**src/hdl/crb_pkg.sv**
```systemverilog
// ----------------------------------------------------------------------------
// crb_pkg
// Shared types, constants and helpers of the cubic bisection root finder.
// ----------------------------------------------------------------------------
`default_nettype none

package crb_pkg;

  localparam int WORD_W    = 32;   // Q16.16 data word
  localparam int FRAC_BITS = 16;
  localparam int TOL_W     = 31;
  localparam int ITER_W    = 16;
  localparam int CFG_IDX_W = 3;
  localparam int STEP_W    = 2;    // Horner step counter
  localparam int LAST_STEP = 2;

  // register indexes
  localparam logic [CFG_IDX_W-1:0] REG_CUBE   = 3'd0;
  localparam logic [CFG_IDX_W-1:0] REG_SQUARE = 3'd1;
  localparam logic [CFG_IDX_W-1:0] REG_LINEAR = 3'd2;
  localparam logic [CFG_IDX_W-1:0] REG_CONST  = 3'd3;
  localparam logic [CFG_IDX_W-1:0] REG_TOL    = 3'd4;
  localparam logic [CFG_IDX_W-1:0] REG_LIMIT  = 3'd5;

  // reset values
  localparam logic [WORD_W-1:0] RST_CUBE   = 32'sd65536;
  localparam logic [WORD_W-1:0] RST_SQUARE = 32'sd0;
  localparam logic [WORD_W-1:0] RST_LINEAR = -32'sd589824;
  localparam logic [WORD_W-1:0] RST_CONST  = 32'sd196608;
  localparam logic [TOL_W-1:0]  RST_TOL    = 31'd66;
  localparam logic [ITER_W-1:0] RST_LIMIT  = 16'd1000;

  // which point of the bracket the shared evaluator works on
  typedef enum logic [1:0] {
    PT_LOW,
    PT_HIGH,
    PT_MID
  } point_e;

  typedef struct packed {
    logic pos;
    logic neg;
  } sign_t;

  typedef struct packed {
    logic                 load;     // capture a new bracket
    logic                 mid;      // compute the midpoint
    logic                 mul;      // multiply stage of one Horner step
    logic                 acc;      // add/saturate stage of one Horner step
    logic                 decide;   // pick the half, count the iteration
    logic                 finish;   // load the result register
    point_e               pt;
    logic [STEP_W-1:0]    step;
    logic                 hit;
    logic                 narrow;
  } dp_cmd_t;

  typedef struct packed {
    logic below_tol;
    logic limit_reached;
  } dp_status_t;

  // saturate a one-bit-grown sum back to the word
  function automatic logic [WORD_W-1:0] sat_word(input logic [WORD_W:0] v);
    logic [WORD_W-1:0] r;
    if (v[WORD_W] != v[WORD_W-1]) begin
      r = v[WORD_W] ? {1'b1, {(WORD_W-1){1'b0}}} : {1'b0, {(WORD_W-1){1'b1}}};
    end else begin
      r = v[WORD_W-1:0];
    end
    return r;
  endfunction

endpackage

`default_nettype wire

```
**src/hdl/cubic_root_bisection.sv**
```systemverilog
// ----------------------------------------------------------------------------
// cubic_root_bisection
// Bisection root finder for a programmable Q16.16 cubic over one bracket.
//
//   channel   direction  handshake               payload
//   input     in         in_valid_i / in_stall_o   lower_i, upper_i
//   result    out        out_valid_o / out_stall_i root_o, limit_hit_o,
//                                                 narrow_start_o, iterations_o
//   config    in         cfg_valid_i / cfg_ready_o cfg_index_i, cfg_data_i
//
// Each evaluation of the cubic is three Horner steps, each a multiply and an
// add/saturate on the shared 32x32 multiplier; a too narrow start bracket
// skips evaluation, else the two ends are evaluated once and the midpoint once
// per iteration. One item is in work at a time; the next can be taken while
// the last result still waits. Reset is asynchronous, active low, and loads
// the default cubic x^3 - 9x + 3, tolerance 66 and limit 1000.
// ----------------------------------------------------------------------------
`default_nettype none

module cubic_root_bisection (
  input  wire logic                              clk_i,
  input  wire logic                              rst_ni,
  input  wire logic                              in_valid_i,
  output logic                                   in_stall_o,
  input  wire logic signed [crb_pkg::WORD_W-1:0] lower_i,
  input  wire logic signed [crb_pkg::WORD_W-1:0] upper_i,
  output logic                                   out_valid_o,
  input  wire logic                              out_stall_i,
  output logic signed [crb_pkg::WORD_W-1:0]      root_o,
  output logic                                   limit_hit_o,
  output logic                                   narrow_start_o,
  output logic [crb_pkg::ITER_W-1:0]             iterations_o,
  input  wire logic                              cfg_valid_i,
  output logic                                   cfg_ready_o,
  input  wire logic [crb_pkg::CFG_IDX_W-1:0]     cfg_index_i,
  input  wire logic [31:0]                       cfg_data_i
);

  crb_pkg::dp_cmd_t    cmd;
  crb_pkg::dp_status_t status;

  assign cfg_ready_o = 1'b1;

  crb_ctrl u_ctrl (
    .clk_i       (clk_i),
    .rst_ni      (rst_ni),
    .in_valid_i  (in_valid_i),
    .in_stall_o  (in_stall_o),
    .out_valid_o (out_valid_o),
    .out_stall_i (out_stall_i),
    .status_i    (status),
    .cmd_o       (cmd)
  );

  crb_datapath u_datapath (
    .clk_i          (clk_i),
    .rst_ni         (rst_ni),
    .cmd_i          (cmd),
    .status_o       (status),
    .cfg_we_i       (cfg_valid_i && cfg_ready_o),
    .cfg_index_i    (cfg_index_i),
    .cfg_data_i     (cfg_data_i),
    .lower_i        (lower_i),
    .upper_i        (upper_i),
    .root_o         (root_o),
    .limit_hit_o    (limit_hit_o),
    .narrow_start_o (narrow_start_o),
    .iterations_o   (iterations_o)
  );

endmodule

`default_nettype wire

```
**src/hdl/crb_datapath.sv**
```systemverilog
// ----------------------------------------------------------------------------
// crb_datapath
// Bracket registers, coefficient registers, shared multiplier for Horner
// evaluation of the cubic, sign bookkeeping and the result register.
// ----------------------------------------------------------------------------
`default_nettype none

module crb_datapath (
  input  wire logic                            clk_i,
  input  wire logic                            rst_ni,
  input  wire crb_pkg::dp_cmd_t                cmd_i,
  output crb_pkg::dp_status_t                  status_o,
  input  wire logic                            cfg_we_i,
  input  wire logic [crb_pkg::CFG_IDX_W-1:0]   cfg_index_i,
  input  wire logic [31:0]                     cfg_data_i,
  input  wire logic signed [crb_pkg::WORD_W-1:0] lower_i,
  input  wire logic signed [crb_pkg::WORD_W-1:0] upper_i,
  output logic signed [crb_pkg::WORD_W-1:0]    root_o,
  output logic                                 limit_hit_o,
  output logic                                 narrow_start_o,
  output logic [crb_pkg::ITER_W-1:0]           iterations_o
);

  localparam int W  = crb_pkg::WORD_W;
  localparam int PW = 2 * crb_pkg::WORD_W;
  localparam logic signed [PW-1:0] P_MAX = {{(W+1){1'b0}}, {(W-1){1'b1}}};
  localparam logic signed [PW-1:0] P_MIN = ~P_MAX;
  localparam logic [PW-1:0] FRAC_MASK = {{(PW-crb_pkg::FRAC_BITS){1'b0}},
                                         {crb_pkg::FRAC_BITS{1'b1}}};

  logic signed [W-1:0] cube_q, square_q, linear_q, const_q;
  logic [crb_pkg::TOL_W-1:0]  tol_q;
  logic [crb_pkg::ITER_W-1:0] limit_q;

  logic signed [W-1:0] low_q, high_q, mid_q, t_q;
  logic signed [PW-1:0] prod_q;
  logic [crb_pkg::ITER_W-1:0] iter_q;
  crb_pkg::sign_t sgn_low_q, sgn_high_q, sgn_mid_q;

  logic signed [W-1:0]  x_sel, a_sel, c_sel, prod_sat, t_d;
  logic signed [PW-1:0] prod_adj, prod_shr;
  logic signed [W:0]    width, pair_sum, acc_sum;
  crb_pkg::sign_t       sgn_new;
  logic                 opp_low, opp_high;

  // configuration registers
  always_ff @(posedge clk_i or negedge rst_ni) begin
    if (!rst_ni) begin
      cube_q   <= crb_pkg::RST_CUBE;
      square_q <= crb_pkg::RST_SQUARE;
      linear_q <= crb_pkg::RST_LINEAR;
      const_q  <= crb_pkg::RST_CONST;
      tol_q    <= crb_pkg::RST_TOL;
      limit_q  <= crb_pkg::RST_LIMIT;
    end else if (cfg_we_i) begin
      case (cfg_index_i)
        crb_pkg::REG_CUBE:   cube_q   <= cfg_data_i;
        crb_pkg::REG_SQUARE: square_q <= cfg_data_i;
        crb_pkg::REG_LINEAR: linear_q <= cfg_data_i;
        crb_pkg::REG_CONST:  const_q  <= cfg_data_i;
        crb_pkg::REG_TOL:    tol_q    <= cfg_data_i[crb_pkg::TOL_W-1:0];
        crb_pkg::REG_LIMIT:  limit_q  <= cfg_data_i[crb_pkg::ITER_W-1:0];
        default: ;
      endcase
    end
  end

  always_comb begin
    case (cmd_i.pt)
      crb_pkg::PT_LOW:  x_sel = low_q;
      crb_pkg::PT_HIGH: x_sel = high_q;
      default:          x_sel = mid_q;
    endcase
    case (cmd_i.step)
      2'd0:    c_sel = square_q;
      2'd1:    c_sel = linear_q;
      default: c_sel = const_q;
    endcase
  end

  assign a_sel = (cmd_i.step == '0) ? cube_q : t_q;

  // product >> FRAC_BITS toward zero, then saturate to the word
  assign prod_adj = prod_q + (prod_q[PW-1] ? $signed(FRAC_MASK) : '0);
  assign prod_shr = prod_adj >>> crb_pkg::FRAC_BITS;

  always_comb begin
    if (prod_shr > P_MAX) begin
      prod_sat = P_MAX[W-1:0];
    end else if (prod_shr < P_MIN) begin
      prod_sat = P_MIN[W-1:0];
    end else begin
      prod_sat = prod_shr[W-1:0];
    end
  end

  assign acc_sum = {prod_sat[W-1], prod_sat} + {c_sel[W-1], c_sel};
  assign t_d     = crb_pkg::sat_word(acc_sum);
  assign sgn_new.neg = t_d[W-1];
  assign sgn_new.pos = !t_d[W-1] && (|t_d);

  assign width    = {high_q[W-1], high_q} - {low_q[W-1], low_q};
  assign pair_sum = {high_q[W-1], high_q} + {low_q[W-1], low_q};

  assign opp_low  = (sgn_mid_q.pos && sgn_low_q.neg) || (sgn_mid_q.neg && sgn_low_q.pos);
  assign opp_high = (sgn_mid_q.pos && sgn_high_q.neg) || (sgn_mid_q.neg && sgn_high_q.pos);

  assign status_o.below_tol =
    width < $signed({{(W+1-crb_pkg::TOL_W){1'b0}}, tol_q});
  assign status_o.limit_reached = (iter_q >= limit_q);

  always_ff @(posedge clk_i or negedge rst_ni) begin
    if (!rst_ni) begin
      low_q      <= '0;
      high_q     <= '0;
      mid_q      <= '0;
      iter_q     <= '0;
      sgn_low_q  <= '0;
      sgn_high_q <= '0;
      sgn_mid_q  <= '0;
    end else begin
      if (cmd_i.load) begin
        low_q  <= lower_i;
        high_q <= upper_i;
        iter_q <= '0;
      end
      if (cmd_i.mid) begin
        mid_q <= pair_sum[W:1];   // floor of the half sum
      end
      if (cmd_i.acc && (cmd_i.step == crb_pkg::STEP_W'(crb_pkg::LAST_STEP))) begin
        case (cmd_i.pt)
          crb_pkg::PT_LOW:  sgn_low_q  <= sgn_new;
          crb_pkg::PT_HIGH: sgn_high_q <= sgn_new;
          default:          sgn_mid_q  <= sgn_new;
        endcase
      end
      if (cmd_i.decide) begin
        // signs of the ends follow the bracket, so each end is evaluated once
        if (opp_low) begin
          high_q     <= mid_q;
          sgn_high_q <= sgn_mid_q;
        end else if (opp_high) begin
          low_q     <= mid_q;
          sgn_low_q <= sgn_mid_q;
        end
        iter_q <= iter_q + 1'b1;
      end
    end
  end

  // datapath-only registers
  always_ff @(posedge clk_i) begin
    if (cmd_i.mul) begin
      prod_q <= a_sel * x_sel;
    end
    if (cmd_i.acc) begin
      t_q <= t_d;
    end
    if (cmd_i.finish) begin
      root_o         <= cmd_i.narrow ? crb_pkg::sat_word(width) : mid_q;
      limit_hit_o    <= cmd_i.hit;
      narrow_start_o <= cmd_i.narrow;
      iterations_o   <= iter_q;
    end
  end

endmodule

`default_nettype wire

```
**src/hdl/crb_ctrl.sv**
```systemverilog
// ----------------------------------------------------------------------------
// crb_ctrl
// Sequencer: bracket load, end-point evaluation, bisection loop, result
// handoff through the output register.
// ----------------------------------------------------------------------------
`default_nettype none

module crb_ctrl (
  input  wire logic                clk_i,
  input  wire logic                rst_ni,
  input  wire logic                in_valid_i,
  output logic                     in_stall_o,
  output logic                     out_valid_o,
  input  wire logic                out_stall_i,
  input  wire crb_pkg::dp_status_t status_i,
  output crb_pkg::dp_cmd_t         cmd_o
);

  localparam logic [2:0] S_IDLE   = 3'd0;
  localparam logic [2:0] S_CHECK  = 3'd1;
  localparam logic [2:0] S_MUL    = 3'd2;
  localparam logic [2:0] S_ACC    = 3'd3;
  localparam logic [2:0] S_MID    = 3'd4;
  localparam logic [2:0] S_DECIDE = 3'd5;
  localparam logic [2:0] S_TEST   = 3'd6;
  localparam logic [2:0] S_DONE   = 3'd7;

  logic [2:0] state_q, state_d;
  crb_pkg::point_e pt_q, pt_d;
  logic [crb_pkg::STEP_W-1:0] step_q, step_d;
  logic hit_q, hit_d, narrow_q, narrow_d;
  logic out_valid_q, out_valid_d;
  logic out_free;

  assign out_free    = !out_valid_q || !out_stall_i;
  assign in_stall_o  = (state_q != S_IDLE);
  assign out_valid_o = out_valid_q;

  always_comb begin
    state_d     = state_q;
    pt_d        = pt_q;
    step_d      = step_q;
    hit_d       = hit_q;
    narrow_d    = narrow_q;
    out_valid_d = out_valid_q && out_stall_i;
    cmd_o       = '0;
    cmd_o.pt    = pt_q;
    cmd_o.step  = step_q;
    cmd_o.hit   = hit_q;
    cmd_o.narrow = narrow_q;

    case (state_q)
      S_IDLE: begin
        if (in_valid_i) begin
          cmd_o.load = 1'b1;
          state_d    = S_CHECK;
        end
      end
      S_CHECK: begin
        hit_d = 1'b0;
        if (status_i.below_tol) begin
          narrow_d = 1'b1;
          state_d  = S_DONE;
        end else begin
          narrow_d = 1'b0;
          pt_d     = crb_pkg::PT_LOW;
          step_d   = '0;
          state_d  = S_MUL;
        end
      end
      S_MUL: begin
        cmd_o.mul = 1'b1;
        state_d   = S_ACC;
      end
      S_ACC: begin
        cmd_o.acc = 1'b1;
        if (step_q == crb_pkg::STEP_W'(crb_pkg::LAST_STEP)) begin
          step_d = '0;
          case (pt_q)
            crb_pkg::PT_LOW: begin
              pt_d    = crb_pkg::PT_HIGH;
              state_d = S_MUL;
            end
            crb_pkg::PT_HIGH: state_d = S_MID;
            default:          state_d = S_DECIDE;
          endcase
        end else begin
          step_d  = step_q + 1'b1;
          state_d = S_MUL;
        end
      end
      S_MID: begin
        cmd_o.mid = 1'b1;
        pt_d      = crb_pkg::PT_MID;
        step_d    = '0;
        state_d   = S_MUL;
      end
      S_DECIDE: begin
        cmd_o.decide = 1'b1;
        state_d      = S_TEST;
      end
      S_TEST: begin
        if (status_i.limit_reached) begin
          hit_d   = 1'b1;
          state_d = S_DONE;
        end else if (status_i.below_tol) begin
          state_d = S_DONE;
        end else begin
          state_d = S_MID;
        end
      end
      S_DONE: begin
        // wait until the previous result has left the output register
        if (out_free) begin
          cmd_o.finish = 1'b1;
          out_valid_d  = 1'b1;
          state_d      = S_IDLE;
        end
      end
      default: state_d = S_IDLE;
    endcase
  end

  always_ff @(posedge clk_i or negedge rst_ni) begin
    if (!rst_ni) begin
      state_q     <= S_IDLE;
      pt_q        <= crb_pkg::PT_LOW;
      step_q      <= '0;
      hit_q       <= 1'b0;
      narrow_q    <= 1'b0;
      out_valid_q <= 1'b0;
    end else begin
      state_q     <= state_d;
      pt_q        <= pt_d;
      step_q      <= step_d;
      hit_q       <= hit_d;
      narrow_q    <= narrow_d;
      out_valid_q <= out_valid_d;
    end
  end

endmodule

`default_nettype wire

```
**config.mk**
```make
export PLATFORM = sky130hd
export DESIGN_NAME = cubic_root_bisection
export DESIGN_NICKNAME = d
export VERILOG_FILES = /design/src/hdl/crb_pkg.sv /design/src/hdl/cubic_root_bisection.sv /design/src/hdl/crb_datapath.sv /design/src/hdl/crb_ctrl.sv
export SDC_FILE = /design/constraint.sdc
export NUM_CORES = 2
export LEC_CHECK = 0
export CORE_ASPECT_RATIO = 2
export CORE_MARGIN = 3
export CORE_UTILIZATION = 55
export DETAILED_ROUTE_END_ITERATION = 16
export DONT_BUFFER_PORTS = 1
export GPL_TIMING_DRIVEN = 0
export PLACE_DENSITY = 0.81
export SETUP_SLACK_MARGIN = 0.3
export SYNTH_ARGS = -nofsm -noshare
export SYNTH_HDL_FRONTEND = slang
export SYNTH_SLANG_ARGS = --single-unit
```
**constraint.sdc**
```tcl
create_clock -name clk_i -period 13.6 [get_ports clk_i]
set_input_delay 0.68 -clock clk_i [delete_from_list [all_inputs] [get_ports clk_i]]
set_output_delay 0.68 -clock clk_i [all_outputs]
set_load 0.05 [all_outputs]
```
==> run summary <==
The run finished, with violations left. The checks that failed: max-capacitance violations, max-slew violations. The minimum clock period after layout came out at 13.08 ns. The tightest min-delay check is of the primary input to async pin type. The share of the Yosys chip area taken by registers is 19.5%. The row count is 172. The post-synthesis to final-layout area growth is 6.41%. The dominant cell type by area after synthesis is fa_1. 157 I/O pins were placed. The largest net degree at the start of global routing came out at 304. The DRC violations left came out at 0. Setup repair after global routing left no endpoint under its margin. In this run the vertical extent of the chip is 479 µm. After detailed routing, the average wire length per cell comes to 30.5 µm. Summed over all failing endpoints, the final setup total negative slack is 0 ns. The cell family with the largest share of critical-path delay is adder cells.

Max-cap violations in this run came to 5. The worst-path cell with the longest stage delay is buf_1. The max-slew violation count is 28. The residual antenna-violating net count after detailed routing is 0. The worst path buffer plus inverter count is 8. The number of vias per cell came out at 6.12.

The commonest cells after synthesis are inv_1, fa_1, nand2_1. The clock-pin slew of the registers on the worst-case setup and hold paths is 0.07 ns. The final number of setup-violating endpoints came out at 0. The tree is rooted in a clkbuf_16.

The global-route wire length before repair is 357 mm. The half-perimeter wire length of the detailed placement result came out at 208 mm. The clock passes through at most 3 buffers. The number of antenna violations at the first check in global routing came to 15. The starting density of the core is 55.7%.

In this run the tightest slew margin relative to its limit is -8.43%. The cell count after synthesis is 6572. The maximum clock frequency is 76.4 MHz. Among all cell types in the netlist, the one instantiated most often is inv_1. The post-route netlist has 5.46% of its cells at a drive strength greater than 1.

The number of warnings printed during yosys synthesis came out at 0. The required arrival time at the worst endpoint is 13.98 ns. The first-pass iteration count of the detailed router is 5. The die covers 116000 µm². The number of flops mapped to enable cells by yosys is 146.

The CTS tree is built. The placeable core region is 110000 µm². The H-tree level count is 2. Synthesis inferred 449 register bits. The clock sink total came out at 449. The final non-filler cell total came out at 8174.

By area the synthesized netlist is led by fa_1, dfrtp_1, inv_1. Across all layers, the routed design uses 50000 vias. The share of synthesized registers carrying an async set or reset came out at 67.5%. The horizontal extent of the die came out at 242 µm. The top-area cell type share of the netlist area came out at 35.3%. The number of placed instances with taps included is 8079.

The mean cell area of the mapped netlist is 9.36 µm². The port buffer count came out at 0. The top fanout value on the critical path is 10. The critical path class is register to register. The number of buffers created by CTS is 42.

The detailed router's first-iteration violation count came out at 3803. The number of nets in the final layout came out at 8179. For this run, the leading register cell type out of synthesis is dfrtp_1. The summed area of non-filler cells in the final layout came out at 65400 µm². The via count of the first global-routing pass is 54200.

The total global routing overflow came out at 0. At the end of routability-driven placement, the weighted congestion stood at 1.04. The post-synthesis cell area is 61500 µm².

The utilization after layout is 59.3%. The worst setup path is captured at a register. Global routing used 43.3% of the available tracks. Among the stages of the critical path, the cell type that occurs most often is fa_1. STA classifies the critical path startpoint as a register. At the pin with the least slew margin, the transition time is 1.58 ns.

In this design, the stage delay of the slowest critical-path cell is 1.03 ns. The cell area after placement came out at 63800 µm². The unique cell type count in the Yosys netlist is 86. The post-route fraction of the period consumed by the critical path came out at 96.2%. Data arrives at the worst endpoint at 13.47 ns. The post-detailed-routing wire length came out at 250 mm.

For the worst-skew pair, the clock arrives at the later sink with an insertion delay of 0.65 ns. The net count after synthesis came out at 8104. The hold violation total from the final report came to 0. The clock tree skew after final layout is 0.0608 ns.
flip-flops by register name (all words and copies together), names as in the netlist, 2 cells and up:
| signal | cells |
|---|---|
| u_datapath.low_q | 32 |
| u_datapath.limit_q | 16 |
| u_datapath.iterations_o | 16 |
| u_datapath.linear_q | 32 |
| u_ctrl.step_q | 2 |
| u_datapath.iter_q | 16 |
| u_datapath.t_q | 32 |
| u_datapath.sgn_mid_q | 2 |
| u_datapath.prod_q | 64 |
| u_datapath.root_o | 32 |
| u_ctrl.pt_q | 2 |
| u_datapath.mid_q | 32 |
| u_datapath.square_q | 32 |
| u_datapath.const_q | 32 |
| u_datapath.high_q | 32 |
| u_datapath.tol_q | 31 |
| u_ctrl.state_q | 3 |
| u_datapath.sgn_high_q | 2 |
| u_datapath.cube_q | 32 |
| u_datapath.sgn_low_q | 2 |
worst paths after layout:
check / cells past startpoint / startpoint / endpoint / slack [ns]
setup reg to reg: 32 / u_ctrl.pt_q[0] / u_datapath.prod_q[63] / 0.52
max in group asynchronous: 2 / rst_ni / u_datapath.high_q[8] / 12.07
hold / removal: 1 / rst_ni / u_datapath.square_q[15] / 0.03
setup / recovery: 32 / u_ctrl.pt_q[0] / u_datapath.prod_q[63] / 0.52
min in group clk_i: 2 / cfg_data_i[8] / u_datapath.tol_q[8] / 0.17
hold reg to reg: 0 / u_ctrl.narrow_q / u_datapath.narrow_start_o / 0.47
kinds of logic (layout without fill, tap and decap cells):
kind of cell / after synthesis / count (layout) / share of synthesized area, %
AOI/OAI and AO/OA: 872 / 872 / 8.51
xor gates and xnor gates: 171 / 171 / 2.44
adders and majority gates: 1451 / 1451 / 42.7
buffers and inverters: 1523 / 1632 / 9.31
DFF: 449 / 449 / 19.5
muxes: 309 / 309 / 5.40
other: 1 / 15 / 0.00610
and+or+nand+nor: 1796 / 1796 / 12.1
worst reg2reg max path, delay by kind of cell (launching register included):
kind	cells	cell delay (ns)
fa+ha+maj	9	4.59
mux	1	0.29
flops	1	0.32
xor+xnor	1	0.12
compound gates	10	3.85
simple gates	3	0.60
buf+inv	8	3.09
what timing repair did:
action,CTS,global route
buffers inserted,0,0
endpoints found under the setup margin,0,1
resized for setup,0,2
hold buffers,1,0
endpoints found under the hold margin,303,0
per-layer routing:
layer  vias up  global-route usage [%]  wire (µm)
met5         -                       0         38
met4         6                    49.6      36800
met3      1216                    8.48      17800
met2      2737                    74.3     122000
met1     25400                    40.3      72600
li1      20700                       -          -
cells in the final DEF (no fill, tap or decap), drive strengths merged, types with 17 or more instances in the layout:
cell    count
a21oi     268
clkbuf    333
and3       30
edfxtp    146
mux2      181
buf        50
nand2     997
maj3       23
fa       1085
xor2       45
inv      1234
nand3      56
nor3       39
xnor2     126
a31oi      17
o211ai     20
a211oi     18
nand4      21
mux2i     128
nor2b      25
a21o       82
nor2      496
and2       31
o31ai      26
o21ai     308
dfstp      26
nand2b     29
o21a       39
ha        343
dfrtp     277
final cells by class:
type / instances / area (µm²)
inverters: 1230 / 4620
diodes: 14 / 35.0
repair buffers: 31 / 442
fillers: 9787 / 45000
flip-flops and latches: 449 / 12000
multi-input cells: 4600 / 43900
clock buffers: 59 / 1240
clock inverters: 19 / 243
plain buffers: 293 / 1110
well taps: 1479 / 1850
per-stage QoR:
stage	setup slack (ns)	hold slack (ns)
2_1_floorplan	4.15	0.384
3_3_place_gp	0.377	0.392
3_5_place_dp	0.524	0.394
4_1_cts	0.464	0.147
5_1_grt	0.301	0.155
6_report	0.516	0.0341
Power is not shown: default switching activity piles up to over one toggle a cycle in this logic, so the estimate is an artifact.
